$ cat config.mk
export PLATFORM = sky130hd
export DESIGN_NAME = uvs_divider
export DESIGN_NICKNAME = d
export VERILOG_FILES = /design/src/rtl/uvs_pkg.sv /design/src/rtl/uvs_divider.sv
export SDC_FILE = /design/constraint.sdc
export NUM_CORES = 1
export LEC_CHECK = 0
export BUFFER_PORTS_ARGS = -buffer_cell sky130_fd_sc_hd__buf_4
export CAP_MARGIN = 30
export CORE_MARGIN = 2
export CORE_UTILIZATION = 35
export DETAILED_ROUTE_END_ITERATION = 10
export PLACE_DENSITY_LB_ADDON = 0.15
export SLEW_MARGIN = 40
export SYNTH_ARGS = -nofsm -noshare
export SYNTH_HDL_FRONTEND = slang
export SYNTH_SLANG_ARGS = --single-unit
$ cat constraint.sdc
create_clock -name clk -period 2.1 [get_ports clk]
set_input_delay 0.525 -clock clk [delete_from_list [all_inputs] [get_ports clk]]
set_output_delay 0.525 -clock clk [all_outputs]
set_load 0.02 [all_outputs]
$ cat src/rtl/uvs_pkg.sv
// Shared types, constants and the CORDIC angle table for the UV sphere vertex generator.
`timescale 1ns / 1ps
package uvs_pkg;

  localparam int COUNT_BITS = 8;
  localparam int ANGLE_BITS_DEF = 16;
  localparam int CORDIC_STEPS_DEF = 16;
  localparam int RADIUS_BITS = 16;
  localparam int TEX_BITS = 17;
  localparam int TEX_T_FRAC = 16;
  localparam int TEX_S_FRAC = 15;

  localparam logic [RADIUS_BITS-1:0] RADIUS_RST = 16'd256;
  localparam logic [COUNT_BITS-1:0] COUNT_RST = COUNT_BITS'(16);
  localparam logic [COUNT_BITS-1:0] MIN_COUNT = COUNT_BITS'(4);
  localparam logic signed [31:0] GAIN_Q30 = 32'sd652032874;
  localparam logic [1:0] LAST_VERTEX = 2'd2;

  typedef enum logic [1:0] {
    REG_RADIUS,
    REG_SLICES,
    REG_STACKS
  } reg_idx_t;

  typedef enum logic [1:0] {
    CAP_SOUTH,
    CAP_NORTH,
    CAP_BAND
  } cap_t;

  typedef enum logic [1:0] {
    QUAD_I,
    QUAD_II,
    QUAD_III,
    QUAD_IV
  } quad_t;

  typedef enum logic [3:0] {
    ST_IDLE,
    ST_DIV_GO,
    ST_DIV_WAIT,
    ST_FEED_LAT,
    ST_FEED_LNG,
    ST_CORDIC,
    ST_MUL1,
    ST_MUL2,
    ST_LOAD
  } state_t;

  typedef struct packed {
    logic               valid;
    logic               lng;
    quad_t              quad;
    logic signed [31:0] x;
    logic signed [31:0] y;
    logic signed [31:0] z;
  } beat_t;

  function automatic logic signed [31:0] atan_angle(input int idx);
    case (idx)
      0:  return 32'sd536870912;
      1:  return 32'sd316933406;
      2:  return 32'sd167458907;
      3:  return 32'sd85004756;
      4:  return 32'sd42667331;
      5:  return 32'sd21354465;
      6:  return 32'sd10679838;
      7:  return 32'sd5340245;
      8:  return 32'sd2670163;
      9:  return 32'sd1335087;
      10: return 32'sd667544;
      11: return 32'sd333772;
      12: return 32'sd166886;
      13: return 32'sd83443;
      14: return 32'sd41722;
      15: return 32'sd20861;
      16: return 32'sd10430;
      17: return 32'sd5215;
      18: return 32'sd2608;
      19: return 32'sd1304;
      20: return 32'sd652;
      21: return 32'sd326;
      22: return 32'sd163;
      23: return 32'sd81;
      default: return 32'sd0;
    endcase
  endfunction

endpackage

$ cat src/rtl/uvs_divider.sv
// Restoring divider: quot = floor(num * 2^FRAC_BITS / den), one quotient bit per cycle.
`timescale 1ns / 1ps
module uvs_divider #(
  parameter int NUM_BITS = uvs_pkg::COUNT_BITS + 1,
  parameter int DEN_BITS = uvs_pkg::COUNT_BITS,
  parameter int FRAC_BITS = uvs_pkg::TEX_T_FRAC
) (
  input  logic                  clk,
  input  logic                  rst,
  input  logic                  start,
  input  logic [NUM_BITS-1:0]   num,
  input  logic [DEN_BITS-1:0]   den,
  output logic                  busy,
  output logic [FRAC_BITS+1:0]  quot
);
  localparam int DivBits = NUM_BITS + FRAC_BITS;
  localparam int QuotBits = FRAC_BITS + 2;
  localparam int CntBits = $clog2(DivBits + 1);

  logic [DivBits-1:0]  dividend;
  logic [DEN_BITS-1:0] rem;
  logic [CntBits-1:0]  count;
  logic [DEN_BITS:0]   trial;
  logic                fits;

  assign trial = {rem, dividend[DivBits-1]};
  assign fits = trial >= {1'b0, den};

  always_ff @(posedge clk) begin
    if (rst) begin
      busy <= 1'b0;
      count <= '0;
    end else if (start) begin
      busy <= 1'b1;
      count <= CntBits'(DivBits);
    end else if (busy) begin
      count <= count - 1'b1;
      if (count == CntBits'(1)) begin
        busy <= 1'b0;
      end
    end
  end

  always_ff @(posedge clk) begin
    if (start) begin
      dividend <= {num, {FRAC_BITS{1'b0}}};
      rem <= '0;
      quot <= '0;
    end else if (busy) begin
      dividend <= dividend << 1;
      rem <= fits ? DEN_BITS'(trial - {1'b0, den}) : trial[DEN_BITS-1:0];
      quot <= {quot[QuotBits-2:0], fits};
    end
  end

endmodule

==> flow_metrics.env <==
export IMPL_cts_buffers_inserted=5
export IMPL_layout_nets=309
export IMPL_worstSetupPathType="input pin to flop"
export IMPL_worst_path_buf_inv=3
export IMPL_cts_htree_levels=2
export IMPL_rsz0062_at_grt="true"
export IMPL_hold_depth=2
export IMPL_gp_congestion=0.800
export IMPL_slowest_stage="a311oi_1"
export IMPL_drt_iter0_drc=89
export IMPL_grt_max_degree=33
export IMPL_ctsHoldBuffers=0
export IMPL_grt_pass1_wl_um=7770
export IMPL_insertion_delay_ps=290
export IMPL_p_total_mw=2.01
export IMPL_crit_arrival_ps=2190
export IMPL_setup_tns_ps=0
export IMPL_fin_util_pct=48.7
export IMPL_clock_sinks=41
export IMPL_synth_async_reset_ratio_pct=0
export IMPL_yosys_register_bits=41
export IMPL_setup_viol=0
export IMPL_cp_depth=9
export IMPL_fin_skew_ps=2.99
export IMPL_timing_slew_headroom_pct=70.7
export IMPL_syn_avg_cell_area_um2=9.71
export IMPL_slew_viol_final=0
export IMPL_layout_drive_gt1_share_pct=35.8
export IMPL_p_leak_nw=1.18
export IMPL_cp_end_kind="flop"
export IMPL_final_fill_count=567
export IMPL_ios=39
export IMPL_start_util_pct=36.1
export IMPL_cp_start_kind="input pin"
export IMPL_power_density_nw_per_um2=702
export IMPL_cts_buffer_depth=2
export IMPL_ys_seq_area_share_pct=42.8
export IMPL_peakVddDrop_uv=293
export IMPL_min_period_ps=2010
export IMPL_path_common_cell="buf_4"
export IMPL_core_area_um2=5890
export IMPL_rows=28
export IMPL_synth_edf_count=9
export IMPL_path_clk_slew_ps=70
export IMPL_cts_tree="built"
export IMPL_synthesis_area_um2=2130
export IMPL_synth_cell_types=51
export IMPL_viasPerCell=4.91
export IMPL_synth_top_area_cell="dfxtp_1"
export IMPL_synth_top_area_share_pct=30.1
export IMPL_die_w_um=82.0
export IMPL_fmax_mhz=498
export IMPL_hold_violations=0
export IMPL_required_ps=2280
export IMPL_area_growth_pct=34.8
export IMPL_worstPathMaxFanout=4
export IMPL_fp_dieH_um=82.0
export IMPL_worstMarginPinSlew_ps=440
export IMPL_drc=0
export IMPL_yosys_top_cells_area="dfxtp_1, edfxtp_1, mux2i_1"
export IMPL_synth_top_flop_cell="dfxtp_1"
export IMPL_routed_wl_um=4610
export IMPL_ff2ff_path_depth=7
export IMPL_setup_slack_ps=91.2
export IMPL_max_cap_violations=0
export IMPL_hold_path_class="input pin to flop"
export IMPL_post_place_ws_ps=-205
export IMPL_drtAntennaViolNets=0
export IMPL_antenna_found_initial=0
export IMPL_layout_cells_non_filler=354
export IMPL_dp_cells=346
export IMPL_multiInputGateArea_um2=1240
export IMPL_port_buffer_count=38
export IMPL_dieArea_um2=6720
export IMPL_syn_inst=219
export IMPL_wire_per_inst_um=13.0
export IMPL_post_route_period_util_pct=95.7
export IMPL_dr_total_vias=1738
export IMPL_register_area_um2=912
export IMPL_path_cells="buf_4 -> inv_1 -> ha_4 -> a21o_1 -> a211oi_2 -> o31a_2 -> buf_4 -> nand3_1 -> a311oi_1"
export IMPL_yosysWarnings=0
export IMPL_root_buffer="clkbuf_8"
export IMPL_critical_path_top_delay_family="compound AO/OA/AOI/OAI gates"
export IMPL_status="finished clean"
export IMPL_grt_overflow_total=0
export IMPL_synth_nets=250
export IMPL_place_hpwl_um=3360
export IMPL_grt_pass1_vias=1691
export IMPL_n_antenna_cell=0
export IMPL_cp_slowest_stage_delay_ps=310
export IMPL_dr_pass1_iters=6
export IMPL_gr_usage_all_layers_pct=14.9
==> synth_stat cells, types with 2 or more instances <==
library cell	number
a31oi_1	2
edfxtp_1	9
nand2b_1	4
or4_1	2
nand3_1	6
a21oi_1	5
clkbuf_1	6
a311oi_1	4
mux2_2	8
nand2_1	9
o21ai_0	6
dfxtp_1	32
inv_1	13
ha_1	10
buf_1	2
a211oi_1	3
mux2i_1	18
a21o_2	2
xor2_1	5
nor3_1	2
nor2_1	39
nor3b_1	3
==> cells in the final DEF (no fill, tap or decap), types with 2 or more instances in the layout <==
| cell type | n |
|---|---|
| a211oi_1 | 2 |
| a21o_2 | 2 |
| a21oi_1 | 3 |
| a21oi_2 | 2 |
| a311oi_1 | 4 |
| a31oi_1 | 2 |
| buf_4 | 61 |
| clkbuf_8 | 6 |
| dfxtp_1 | 31 |
| edfxtp_1 | 9 |
| ha_1 | 5 |
| ha_4 | 5 |
| inv_1 | 12 |
| mux2_2 | 8 |
| mux2i_1 | 18 |
| nand2_1 | 9 |
| nand2b_1 | 4 |
| nand3_1 | 5 |
| nor2_1 | 39 |
| nor3_1 | 2 |
| nor3b_1 | 3 |
| o21ai_0 | 6 |
| or4_1 | 2 |
| xor2_1 | 5 |
==> per-stage QoR <==
| step | cell area (um^2) | hold WS, ps |
|---|---|---|
| 2_1_floorplan | 2210 | 468 |
| 3_3_place_gp | 2730 | 482 |
| 6_report | 2870 | 443 |
| 5_1_grt | 2870 | 430 |
| 3_5_place_dp | 2730 | 490 |
| 4_1_cts | 2840 | 429 |
==> where the power goes <==
group	internal, mW	switching (mW)
clock	0.388	0.264
sequential	0.854	0.0436
combinational	0.238	0.225
==> state kept, by name (all words and copies together) (netlist names) <==
signal    cells
quot         18
dividend      9
rem           8
count         5
busy          1
==> path summary, 6_finish.rpt <==
path / startpoint / endpoint / slack [ps]
setup / recovery: den[6] / rem[3] / 90
hold / removal: rst / busy / 440
setup reg to reg: rem[5] / rem[3] / 90
hold reg to reg: quot[17] / quot[17] / 500
==> layout make-up <==
type / instances / area share (%)
repair buffers: 61 / 16.0
multi-input cells: 156 / 43.2
flip-flops and latches: 41 / 31.8
well taps: 75 / 3.27
clock inverters: 1 / 1.05
inverters: 13 / 1.70
clock buffers: 7 / 3.01
==> logic make-up after synthesis <==
group / count (synthesis) / synth area share [%]
and+or+nand+nor: 76 / 17.2
DFF: 41 / 42.8
AOI/OAI and AO/OA: 37 / 14.1
muxes: 26 / 12.7
buffers and inverters: 22 / 3.94
adders and majority gates: 11 / 6.82
xor gates and xnor gates: 6 / 2.47
==> layer usage <==
| layer | GRT usage [%] | routed length, um | up-vias |
|---|---|---|---|
| met5 | 0 | 0 | - |
| met4 | 5.17 | 67 | 0 |
| met3 | 3.08 | 159 | 7 |
| met2 | 24.5 | 2140 | 32 |
| met1 | 19.4 | 2240 | 803 |
| li1 | - | - | 896 |
==> what timing repair did <==
| item | in CTS | in global routing |
|---|---|---|
| endpoints found under the hold margin | 0 | 0 |
| gates resized for setup | 0 | 5 |
| setup buffers | 0 | 0 |
| endpoints found under the setup margin | 0 | 7 |
Note: power is estimated with default switching activity, not from simulation.
