## src/rtl/uvs_pkg.sv

```systemverilog
// Shared types, constants and the CORDIC angle table for the UV sphere vertex generator.
`timescale 1ns / 1ps
package uvs_pkg;

  localparam int COUNT_BITS = 8;
  localparam int ANGLE_BITS_DEF = 16;
  localparam int CORDIC_STEPS_DEF = 16;
  localparam int RADIUS_BITS = 16;
  localparam int TEX_BITS = 17;
  localparam int TEX_T_FRAC = 16;
  localparam int TEX_S_FRAC = 15;

  localparam logic [RADIUS_BITS-1:0] RADIUS_RST = 16'd256;
  localparam logic [COUNT_BITS-1:0] COUNT_RST = COUNT_BITS'(16);
  localparam logic [COUNT_BITS-1:0] MIN_COUNT = COUNT_BITS'(4);
  localparam logic signed [31:0] GAIN_Q30 = 32'sd652032874;
  localparam logic [1:0] LAST_VERTEX = 2'd2;

  typedef enum logic [1:0] {
    REG_RADIUS,
    REG_SLICES,
    REG_STACKS
  } reg_idx_t;

  typedef enum logic [1:0] {
    CAP_SOUTH,
    CAP_NORTH,
    CAP_BAND
  } cap_t;

  typedef enum logic [1:0] {
    QUAD_I,
    QUAD_II,
    QUAD_III,
    QUAD_IV
  } quad_t;

  typedef enum logic [3:0] {
    ST_IDLE,
    ST_DIV_GO,
    ST_DIV_WAIT,
    ST_FEED_LAT,
    ST_FEED_LNG,
    ST_CORDIC,
    ST_MUL1,
    ST_MUL2,
    ST_LOAD
  } state_t;

  typedef struct packed {
    logic               valid;
    logic               lng;
    quad_t              quad;
    logic signed [31:0] x;
    logic signed [31:0] y;
    logic signed [31:0] z;
  } beat_t;

  function automatic logic signed [31:0] atan_angle(input int idx);
    case (idx)
      0:  return 32'sd536870912;
      1:  return 32'sd316933406;
      2:  return 32'sd167458907;
      3:  return 32'sd85004756;
      4:  return 32'sd42667331;
      5:  return 32'sd21354465;
      6:  return 32'sd10679838;
      7:  return 32'sd5340245;
      8:  return 32'sd2670163;
      9:  return 32'sd1335087;
      10: return 32'sd667544;
      11: return 32'sd333772;
      12: return 32'sd166886;
      13: return 32'sd83443;
      14: return 32'sd41722;
      15: return 32'sd20861;
      16: return 32'sd10430;
      17: return 32'sd5215;
      18: return 32'sd2608;
      19: return 32'sd1304;
      20: return 32'sd652;
      21: return 32'sd326;
      22: return 32'sd163;
      23: return 32'sd81;
      default: return 32'sd0;
    endcase
  endfunction

endpackage

```

## src/rtl/uvs_cordic_cell.sv

```systemverilog
// One CORDIC rotation cell of the sine/cosine chain.
`timescale 1ns / 1ps
module uvs_cordic_cell #(
  parameter int STEP = 0
) (
  input  logic           clk,
  input  logic           rst,
  input  uvs_pkg::beat_t beat_in,
  output uvs_pkg::beat_t beat_out
);
  import uvs_pkg::*;

  localparam logic signed [31:0] Atan = atan_angle(STEP);

  logic signed [31:0] xs;
  logic signed [31:0] ys;
  logic signed [31:0] zs;
  logic signed [31:0] dx;
  logic signed [31:0] dy;

  assign xs = beat_in.x;
  assign ys = beat_in.y;
  assign zs = beat_in.z;
  assign dx = ys >>> STEP;
  assign dy = xs >>> STEP;

  always_ff @(posedge clk) begin
    if (rst) begin
      beat_out.valid <= 1'b0;
    end else begin
      beat_out.valid <= beat_in.valid;
    end
  end

  always_ff @(posedge clk) begin
    beat_out.lng <= beat_in.lng;
    beat_out.quad <= beat_in.quad;
    if (!zs[31]) begin
      beat_out.x <= xs - dx;
      beat_out.y <= ys + dy;
      beat_out.z <= zs - Atan;
    end else begin
      beat_out.x <= xs + dx;
      beat_out.y <= ys - dy;
      beat_out.z <= zs + Atan;
    end
  end

endmodule

```

## config.mk

```make
export PLATFORM = sky130hd
export DESIGN_NAME = uvs_cordic_cell
export DESIGN_NICKNAME = d
export VERILOG_FILES = /design/src/rtl/uvs_pkg.sv /design/src/rtl/uvs_cordic_cell.sv
export SDC_FILE = /design/constraint.sdc
export NUM_CORES = 1
export LEC_CHECK = 0
export BUFFER_PORTS_ARGS = -buffer_cell sky130_fd_sc_hd__buf_2
export CORE_MARGIN = 1.5
export CORE_UTILIZATION = 45
export CTS_BUF_LIST = sky130_fd_sc_hd__clkbuf_4
export CTS_CLUSTER_SIZE = 28
export DETAILED_ROUTE_END_ITERATION = 10
export HOLD_SLACK_MARGIN = 0.15
export PLACE_DENSITY = 0.7
export SYNTH_ARGS = -nofsm -noshare
export SYNTH_HDL_FRONTEND = slang
export SYNTH_SLANG_ARGS = --single-unit
```

## constraint.sdc

```tcl
create_clock -name clk -period 3.7 [get_ports clk]
set_clock_uncertainty 0.2 [all_clocks]
set_input_delay 0.37 -clock clk [delete_from_list [all_inputs] [get_ports clk]]
set_output_delay 0.37 -clock clk [all_outputs]
set_load 0.01 [all_outputs]
```

==> results of run 1 <==
[worst paths after layout]
check	startpoint	end
max	beat_in[64]	beat_out[88]
min	beat_in[73]	beat_out[41]
[per-layer routing]
layer	vias to the layer above	global-route usage (%)	wire length (microns)
li1	3885	-	-
met1	3727	36.8	10900
met2	403	45.9	11700
met3	48	4.07	1870
met4	0	7.79	523
met5	-	0	0
[cells by family (layout without fill, tap and decap cells)]
logic type / Yosys count / after routing / synth area share, %
AO/OA/AOI/OAI: 329 / 329 / 27.3
XOR/XNOR: 59 / 59 / 6.72
adder cells (fa/ha/maj): 98 / 98 / 16.3
buffers and inverters: 141 / 377 / 7.32
flip-flops: 99 / 99 / 25.8
multiplexers: 6 / 6 / 0.781
other: 0 / 1 / 0
AND/OR/NAND/NOR: 244 / 244 / 15.7
[cell type report]
class                      instances  area, sq um
tap                              220          275
fill                            1584         7110
clock buffer                       9         67.6
antenna                            1         2.50
sequential                        99         1980
multi-input combinational        736         5150
inverter                          98          368
clock inverter                     7          103
timing repair buffer             263         1580
[cells in the final DEF, fill, tap and decap left out, drive strengths merged, types with 7 or more instances in the layout]
| cell type | Yosys | routed |
|---|---|---|
| nor4 | 7 | 7 |
| clkbuf | 23 | 9 |
| a21o | 26 | 26 |
| ha | 94 | 94 |
| nor2b | 10 | 10 |
| o211ai | 10 | 10 |
| buf | 20 | 218 |
| nand2 | 46 | 46 |
| a21oi | 117 | 117 |
| a211oi | 23 | 23 |
| nand2b | 13 | 13 |
| dlygate4sd3 | 0 | 45 |
| o21bai | 26 | 26 |
| nand4 | 12 | 12 |
| or3 | 10 | 10 |
| nor3 | 21 | 21 |
| nand3 | 16 | 16 |
| inv | 96 | 99 |
| xnor2 | 53 | 53 |
| nor2 | 76 | 76 |
| a31oi | 7 | 7 |
| dfxtp | 99 | 99 |
| o31ai | 14 | 14 |
| o21ai | 60 | 60 |
| and2 | 9 | 9 |
[where the power goes]
group | leakage (nW) | switching, W | total [W] | internal, W
sequential | 0.835 | 0.0000506 | 0.00130 | 0.00125
clock | 0.0901 | 0.000444 | 0.000674 | 0.000230
combinational | 3.61 | 0.000847 | 0.00143 | 0.000581
[worst max-delay path, stage by stage]
cell and delay, ps:
dlygate4sd3_1 530, buf_2 130, inv_1 60, ha_1 220, fa_1 430, and4b_1 310, nor3_1 80, a211oi_1 450
nor3_1 200, o311ai_2 450, a211oi_1 150, a21oi_1 200, xnor2_1 150
[stage by stage]
step | cell area, sq um | hold slack, ps | instances | total power, W
finish | 9530 | 170 | 1433 | 0.00340
global route | 9530 | 162 | 1433 | 0.00360
floorplan | 7690 | 198 | 976 | 0.00217
global placement | 8900 | 272 | 1371 | 0.00268
detailed placement | 8900 | 274 | 1371 | 0.00268
CTS | 9520 | 152 | 1432 | 0.00341
[what timing repair did]
action,4_1_cts,5_1_grt
hold buffers,45,0
resized for setup,0,1
endpoints found under the hold margin,42,0
setup endpoints to repair,0,2
==> flow_summary.toml, run 1 <==
[timing]
fin_setup_tns_ps = 0
setup_ws_ps = 237
slew_headroom_pct = 40.6
rsz0062_at_grt = "no"
finalCritPeriodShare_pct = 93.6
min_period_ps = 3460
setup_violations = 0
drv_slew = 0
clock.fmax_mhz = 289
worstMarginPinSlew_ps = 891
hold_violations = 0

[grt]
antenna_found_initial = 1
gr-total-overflow = 0
grt_pass1_vias = 7574
grt_max_degree = 85
grt_util_all_layers_pct = 27.5
grt_pass1_wl_microns = 39300

[floorplan]
num_rows = 47
start_util_pct = 46.2
coreArea_sq_um = 16600
die_w_microns = 134
die_area_sq_um = 17900
die_h_microns = 134
ios = 202

[synth]
yosysTopAreaCell = "dfxtp_1"
avgSynthCellArea_sq_um = 7.88
yosysMostFrequentCell = "a21oi_1"
synth-seq-cells = 99
synth_flop_cell = "dfxtp_1"
async_reset_ff_share_pct = 0
synth_top_cell_area_share_pct = 25.8
synth_area_sq_um = 7690
synth_cell_types = 75
synth.area.top_cells = "dfxtp_1 26%, ha_1 15%, a21oi_1 7.6%, xnor2_1 6.0%, inv_1 4.4%"
syn-num-nets = 1176
synth_edf_count = 0
synth_cells = 976
yosys_warnings = 0
seq_area_frac_synth_pct = 25.8
synthTopCellsByCount = "117 x a21oi_1, 99 x dfxtp_1, 94 x ha_1, 91 x inv_1, 76 x nor2_1"

[clocking]
clockBufferDepth = 2
clock_sink_count = 99
cts_buffers = 9
htreeDepth = 3
cts_setup_buffers = 0
path_clk_slew_ps = 190
cts_tree = "done"
cts_root_buf = "clkbuf_4"

[placed_design]
dp_slack_ps = 261
dp_hpwl_microns = 19200
port_buffers = 201
gp_congestion = 0.980

[finish]
regMostFlops = "beat_out"
largest_reg_flops = 99
fin_util_pct = 57.3
syn_to_final_growth_pct = 24.0
drive_gt1_share_pct = 21.1
top_regs = "beat_out: 99 flops"
fin_nets = 1407

[drt]
drt_wl_total_microns = 25000
ant_nets = 0
wl_per_cell_microns = 17.5
drc = 0
routed_via_density = 5.63
detail_route.iter0.violations = 939
drt_pass1_iterations = 6
vias = 8063

[pwr]
pwr_density_cell_nw_per_um2 = 357
peakVddDrop_uv = 173
p_leak_nw = 4.54

[hold_path]
holdPathStages = 4
hold_class = "in -> reg"

[flow_run]
drv_cap = 0

[worst_setup_path]
cp-start-kind = "input pin"
crit_arrival_ps = 3710
cp.required_ps = 3950
worst-setup-path-type = "in -> reg"
crit_path_max_fanout = 3
critPathCaptureType = "flip-flop"

[status]
outcome = "complete, no violations"
Power figures use the tool's default switching activity.
==> run 2, diff against run 1 <==
==> config.mk (replaced) <==
export PLATFORM = sky130hd
export DESIGN_NAME = uvs_cordic_cell
export DESIGN_NICKNAME = d
export VERILOG_FILES = /design/src/rtl/uvs_pkg.sv /design/src/rtl/uvs_cordic_cell.sv
export SDC_FILE = /design/constraint.sdc
export NUM_CORES = 1
export LEC_CHECK = 0
export CORE_MARGIN = 1.5
export CORE_UTILIZATION = 60
export CTS_BUF_LIST = sky130_fd_sc_hd__clkbuf_4
export CTS_CLUSTER_SIZE = 28
export DETAILED_ROUTE_END_ITERATION = 10
export DONT_BUFFER_PORTS = 1
export HOLD_SLACK_MARGIN = 0.15
export PLACE_DENSITY = 0.76
export SYNTH_ARGS = -nofsm -noshare
export SYNTH_HDL_FRONTEND = slang
export SYNTH_SLANG_ARGS = --single-unit
==> flow_summary.toml, run 2 (synthesis gave the netlist of run 1 again) <==
[hold_path]
hold_class = "in -> reg"

[drt]
routed_via_density = 6.36
detail_route.iter0.violations = 1084
drt_wl_total_microns = 25100
wl_per_cell_microns = 20.9
ant_nets = 0
vias = 7615
drt_pass1_iterations = 6
drc = 0

[placed_design]
dp_slack_ps = 371
dp_hpwl_microns = 18100
gp_congestion = 0.993
port_buffers = 0

[finish]
fin_nets = 1221
syn_to_final_growth_pct = 12.3
regMostFlops = "beat_out"
top_regs = "beat_out: 99 flops"
final_cell_mix = "117 x a21oi_1, 99 x dfxtp_1, 94 x ha_1"
drive_gt1_share_pct = 4.68
fillers = 1028
largest_reg_flops = 99
layout_commonest_cell = "a21oi_1"
diodes = 0

[worst_setup_path]
crit_arrival_ps = 3710
critPathCaptureType = "flip-flop"
crit_path_cell_trace = "dlygate4sd3_1, ha_1, dlygate4sd3_1, buf_4, nand2_1, nor2_1, o311ai_1, o211ai_1, a21oi_1, nor3_1, o221ai_1, xnor2_1"
path_delay_family = "buffers and inverters"
worst-setup-path-type = "in -> reg"
cp_common_cell = "dlygate4sd3_1"
cp-start-kind = "input pin"
crit_buf_inv = 3
slowest_stage = "dlygate4sd3_1"
crit_path_max_fanout = 13
cp.required_ps = 3920
cpPeakStageDelay_ps = 570

[floorplan]
num_rows = 41
coreArea_sq_um = 12600
ios = 202
start_util_pct = 61.2
die_w_microns = 116
die_area_sq_um = 13500
die_h_microns = 116

[grt]
gr-total-overflow = 0
grt_max_degree = 84
grt_pass1_vias = 7205
antenna_found_initial = 0
grt_pass1_wl_microns = 38200
grt_util_all_layers_pct = 36.6

[clocking]
cts_buffers = 9
clock_sink_count = 99
htreeDepth = 3
clockBufferDepth = 2
path_clk_slew_ps = 180
cts_root_buf = "clkbuf_4"
cts_tree = "done"

[pwr]
pwr_density_cell_nw_per_um2 = 369
peakVddDrop_uv = 237
p_leak_nw = 3.81

[timing]
slew_headroom_pct = 42.5
rsz0062_at_grt = "no"
setup_ws_ps = 206
setup_violations = 0
finalCritPeriodShare_pct = 94.4
hold_violations = 0
worstMarginPinSlew_ps = 861
clock.fmax_mhz = 286
min_period_ps = 3490
drv_slew = 0
fin_setup_tns_ps = 0

[flow_run]
drv_cap = 0

[status]
outcome = "complete, no violations"
run 2: cell types whose count changed in the layout (fill, tap and decap cells not counted), moves of 2 or more:
cell / delta
buf_2: -201
buf_4: -7
inv_8: -2
o311ai_1: +2
dlygate4sd3_1: +21
run 2: report_power, final:
part	internal, W	switching (W)
logic	0.000437	0.000654
registers	0.00126	0.000186
clock network	0.000170	0.000483
run 2: final cells by class:
| cell class | instances | area, sq um | share of cell area (%) |
|---|---|---|---|
| clock buffers | 9 | 67.6 | 0.783 |
| clock inverters | 7 | 91.3 | 1.06 |
| inverters | 98 | 368 | 4.26 |
| multi-input cells | 736 | 5140 | 59.6 |
| flip-flops and latches | 99 | 1980 | 23.0 |
| well taps | 172 | 215 | 2.49 |
| repair buffers | 77 | 763 | 8.84 |
run 2: stage by stage:
stage,utilization [%],cells,instance area (sq um),hold slack (ps),total power [W]
floorplan,-,976,7690,198,0.00217
global route,68.7,1198,8630,166,0.00333
finish,68.7,1198,8630,147,0.00319
detailed placement,61.9,1115,7780,198,0.00242
global placement,61.9,1115,7780,198,0.00243
CTS,68.7,1198,8630,150,0.00314
run 2: final timing paths:
| check | startpoint | to | slack [ps] | cells past startpoint |
|---|---|---|---|---|
| worst max-delay path | beat_in[74] | beat_out[61] | 210 | 12 |
| worst min-delay path | beat_in[62] | beat_out[95] | 150 | 4 |
run 2: what timing repair did:
action,4_1_cts,5_1_grt
resized for setup,0,1
endpoints found under the setup margin,0,1
hold buffers,67,0
endpoints found under the hold margin,88,0
setup buffers,0,0
run 2: per-layer routing:
metal / track usage (%) / vias to the layer above / share of wire, %
met4: 16.0 / 0 / 3.9
met1: 47.3 / 3527 / 40
met5: 0 / - / 0
li1: - / 3512 / -
met3: 6.49 / 77 / 10
met2: 60.0 / 499 / 46
==> run 3, diff against run 2 <==
--- a/config.mk
+++ b/config.mk
@@ -5,7 +5,7 @@
 export SDC_FILE = /design/constraint.sdc
 export NUM_CORES = 1
 export LEC_CHECK = 0
-export CORE_MARGIN = 1.5
+export CORE_MARGIN = 2
 export CORE_UTILIZATION = 60
 export CTS_BUF_LIST = sky130_fd_sc_hd__clkbuf_4
 export CTS_CLUSTER_SIZE = 28
==> flow_summary.toml, run 3 (synthesis gave the netlist of run 1 again) <==
[worst_setup_path]
crit_arrival_ps = 3820
cp.required_ps = 3910
worst-setup-path-type = "in -> reg"
crit_path_max_fanout = 11
cp-start-kind = "input pin"
critPathCaptureType = "flip-flop"

[clocking]
clockBufferDepth = 2
cts_root_buf = "clkbuf_4"
clock_sink_count = 99
htreeDepth = 3
cts_tree = "done"
path_clk_slew_ps = 180
cts_buffers = 9

[pwr]
peakVddDrop_uv = 247
p_leak_nw = 3.84
pwr_density_cell_nw_per_um2 = 370

[drt]
wl_per_cell_microns = 21.0
drt_wl_total_microns = 25300
vias = 7670
routed_via_density = 6.36
drc = 0
ant_nets = 0
drt_pass1_iterations = 6
detail_route.iter0.violations = 802

[finish]
fillers = 1020
seqCellArea_sq_um = 1980
fin_nets = 1230
layout_commonest_cell = "a21oi_1"
multiInputGateArea_sq_um = 5160
final_cell_mix = "115 x a21oi_1, 99 x dfxtp_1, 93 x ha_1"
top_regs = "beat_out: 99 flops"
syn_to_final_growth_pct = 13.4
fin_util_pct = 69.4
regMostFlops = "beat_out"
largest_reg_flops = 99
diodes = 0
drive_gt1_share_pct = 5.51

[timing]
min_period_ps = 3610
slew_headroom_pct = 43.1
worstMarginPinSlew_ps = 852
hold_ws_ps = 122
setup_violations = 0
drv_slew = 0
finalCritPeriodShare_pct = 97.6
fin_setup_tns_ps = 0
hold_violations = 0
setup_ws_ps = 89.5
clock.fmax_mhz = 277

[grt]
grt_util_all_layers_pct = 35.6
antenna_found_initial = 0
gr-total-overflow = 0
grt_pass1_wl_microns = 37300
grt_pass1_vias = 7172
grt_max_degree = 84

[hold_path]
whs_endpoint = "beat_out[36]"
worstHoldStart = "beat_in[36]"
hold_class = "in -> reg"
holdPathStages = 3

[placed_design]
dp_hpwl_microns = 18000
dp_slack_ps = 363
gp_congestion = 1.00
port_buffers = 0

[floorplan]
die_h_microns = 117
ios = 202
die_w_microns = 117
die_area_sq_um = 13700
num_rows = 41
coreArea_sq_um = 12600
start_util_pct = 61.2

[status]
outcome = "complete, no violations"

[flow_run]
drv_cap = 0
==> run 3: changes by cell type in the layout (fill, tap and decap cells not counted), moves of 2 or more <==
cell / change
a21oi_2: +2
buf_4: +5
dlygate4sd3_1: +4
a21oi_1: -2
clkinv_8: -2
==> run 3: layout make-up <==
cell class | instances | share of cell area [%]
multi-input cells | 736 | 59.2
flip-flops and latches | 99 | 22.7
repair buffers | 86 | 9.64
inverters | 98 | 4.22
well taps | 172 | 2.47
clock inverters | 6 | 0.947
clock buffers | 9 | 0.775
==> run 3: worst max path at each step <==
| stage | start | end | slack [ps] | cells past startpoint |
|---|---|---|---|---|
| after floorplan | beat_in[64] | beat_out[92] | 940 | 11 |
| after global placement | beat_in[64] | beat_out[92] | 380 | 11 |
| after detailed placement | beat_in[64] | beat_out[88] | 360 | 11 |
| after CTS | beat_in[67] | beat_out[59] | 100 | 11 |
| after global routing | beat_in[89] | beat_out[94] | -10 | 11 |
| final | beat_in[89] | beat_out[94] | 90 | 11 |
==> run 3: report_power, final <==
part / internal [W] / switching [W]
Combinational: 0.000462 / 0.000665
Clock: 0.000217 / 0.000446
Sequential: 0.00126 / 0.000182
Total: 0.00193 / 0.00129
==> run 3: worst max-delay path, cell delays in order <==
cell           delay [ps]
dlygate4sd3_1         550
ha_1                  300
dlygate4sd3_1         580
buf_4                 190
inv_1                 160
nand4_1               160
or3_1                 380
a21oi_1               210
o221ai_2              160
xor2_1                170
dlygate4sd3_1         590
==> run 3: timing repair <==
action,in CTS,in global routing
setup endpoints to repair,0,3
resized for setup,0,6
hold endpoints to repair,89,0
buffers inserted,0,3
hold buffers,71,0
==> run 3: metrics by stage <==
step / instance area, sq um / power (W) / cells
4_1_cts: 8680 / 0.00316 / 1203
3_5_place_dp: 7800 / 0.00243 / 1117
2_1_floorplan: 7690 / 0.00217 / 976
3_3_place_gp: 7800 / 0.00243 / 1117
6_report: 8720 / 0.00323 / 1206
5_1_grt: 8720 / 0.00336 / 1206
==> run 3: routing by layer <==
metal | part of all wire [%] | vias to the layer above | wire (microns) | GRT usage (%)
met3 | 11 | 86 | 2700 | 7.00
met2 | 45 | 556 | 11500 | 57.4
met1 | 40 | 3499 | 10000 | 45.6
li1 | - | 3529 | - | -
met5 | 0 | - | 0 | 0
met4 | 4.5 | 0 | 1140 | 17.3
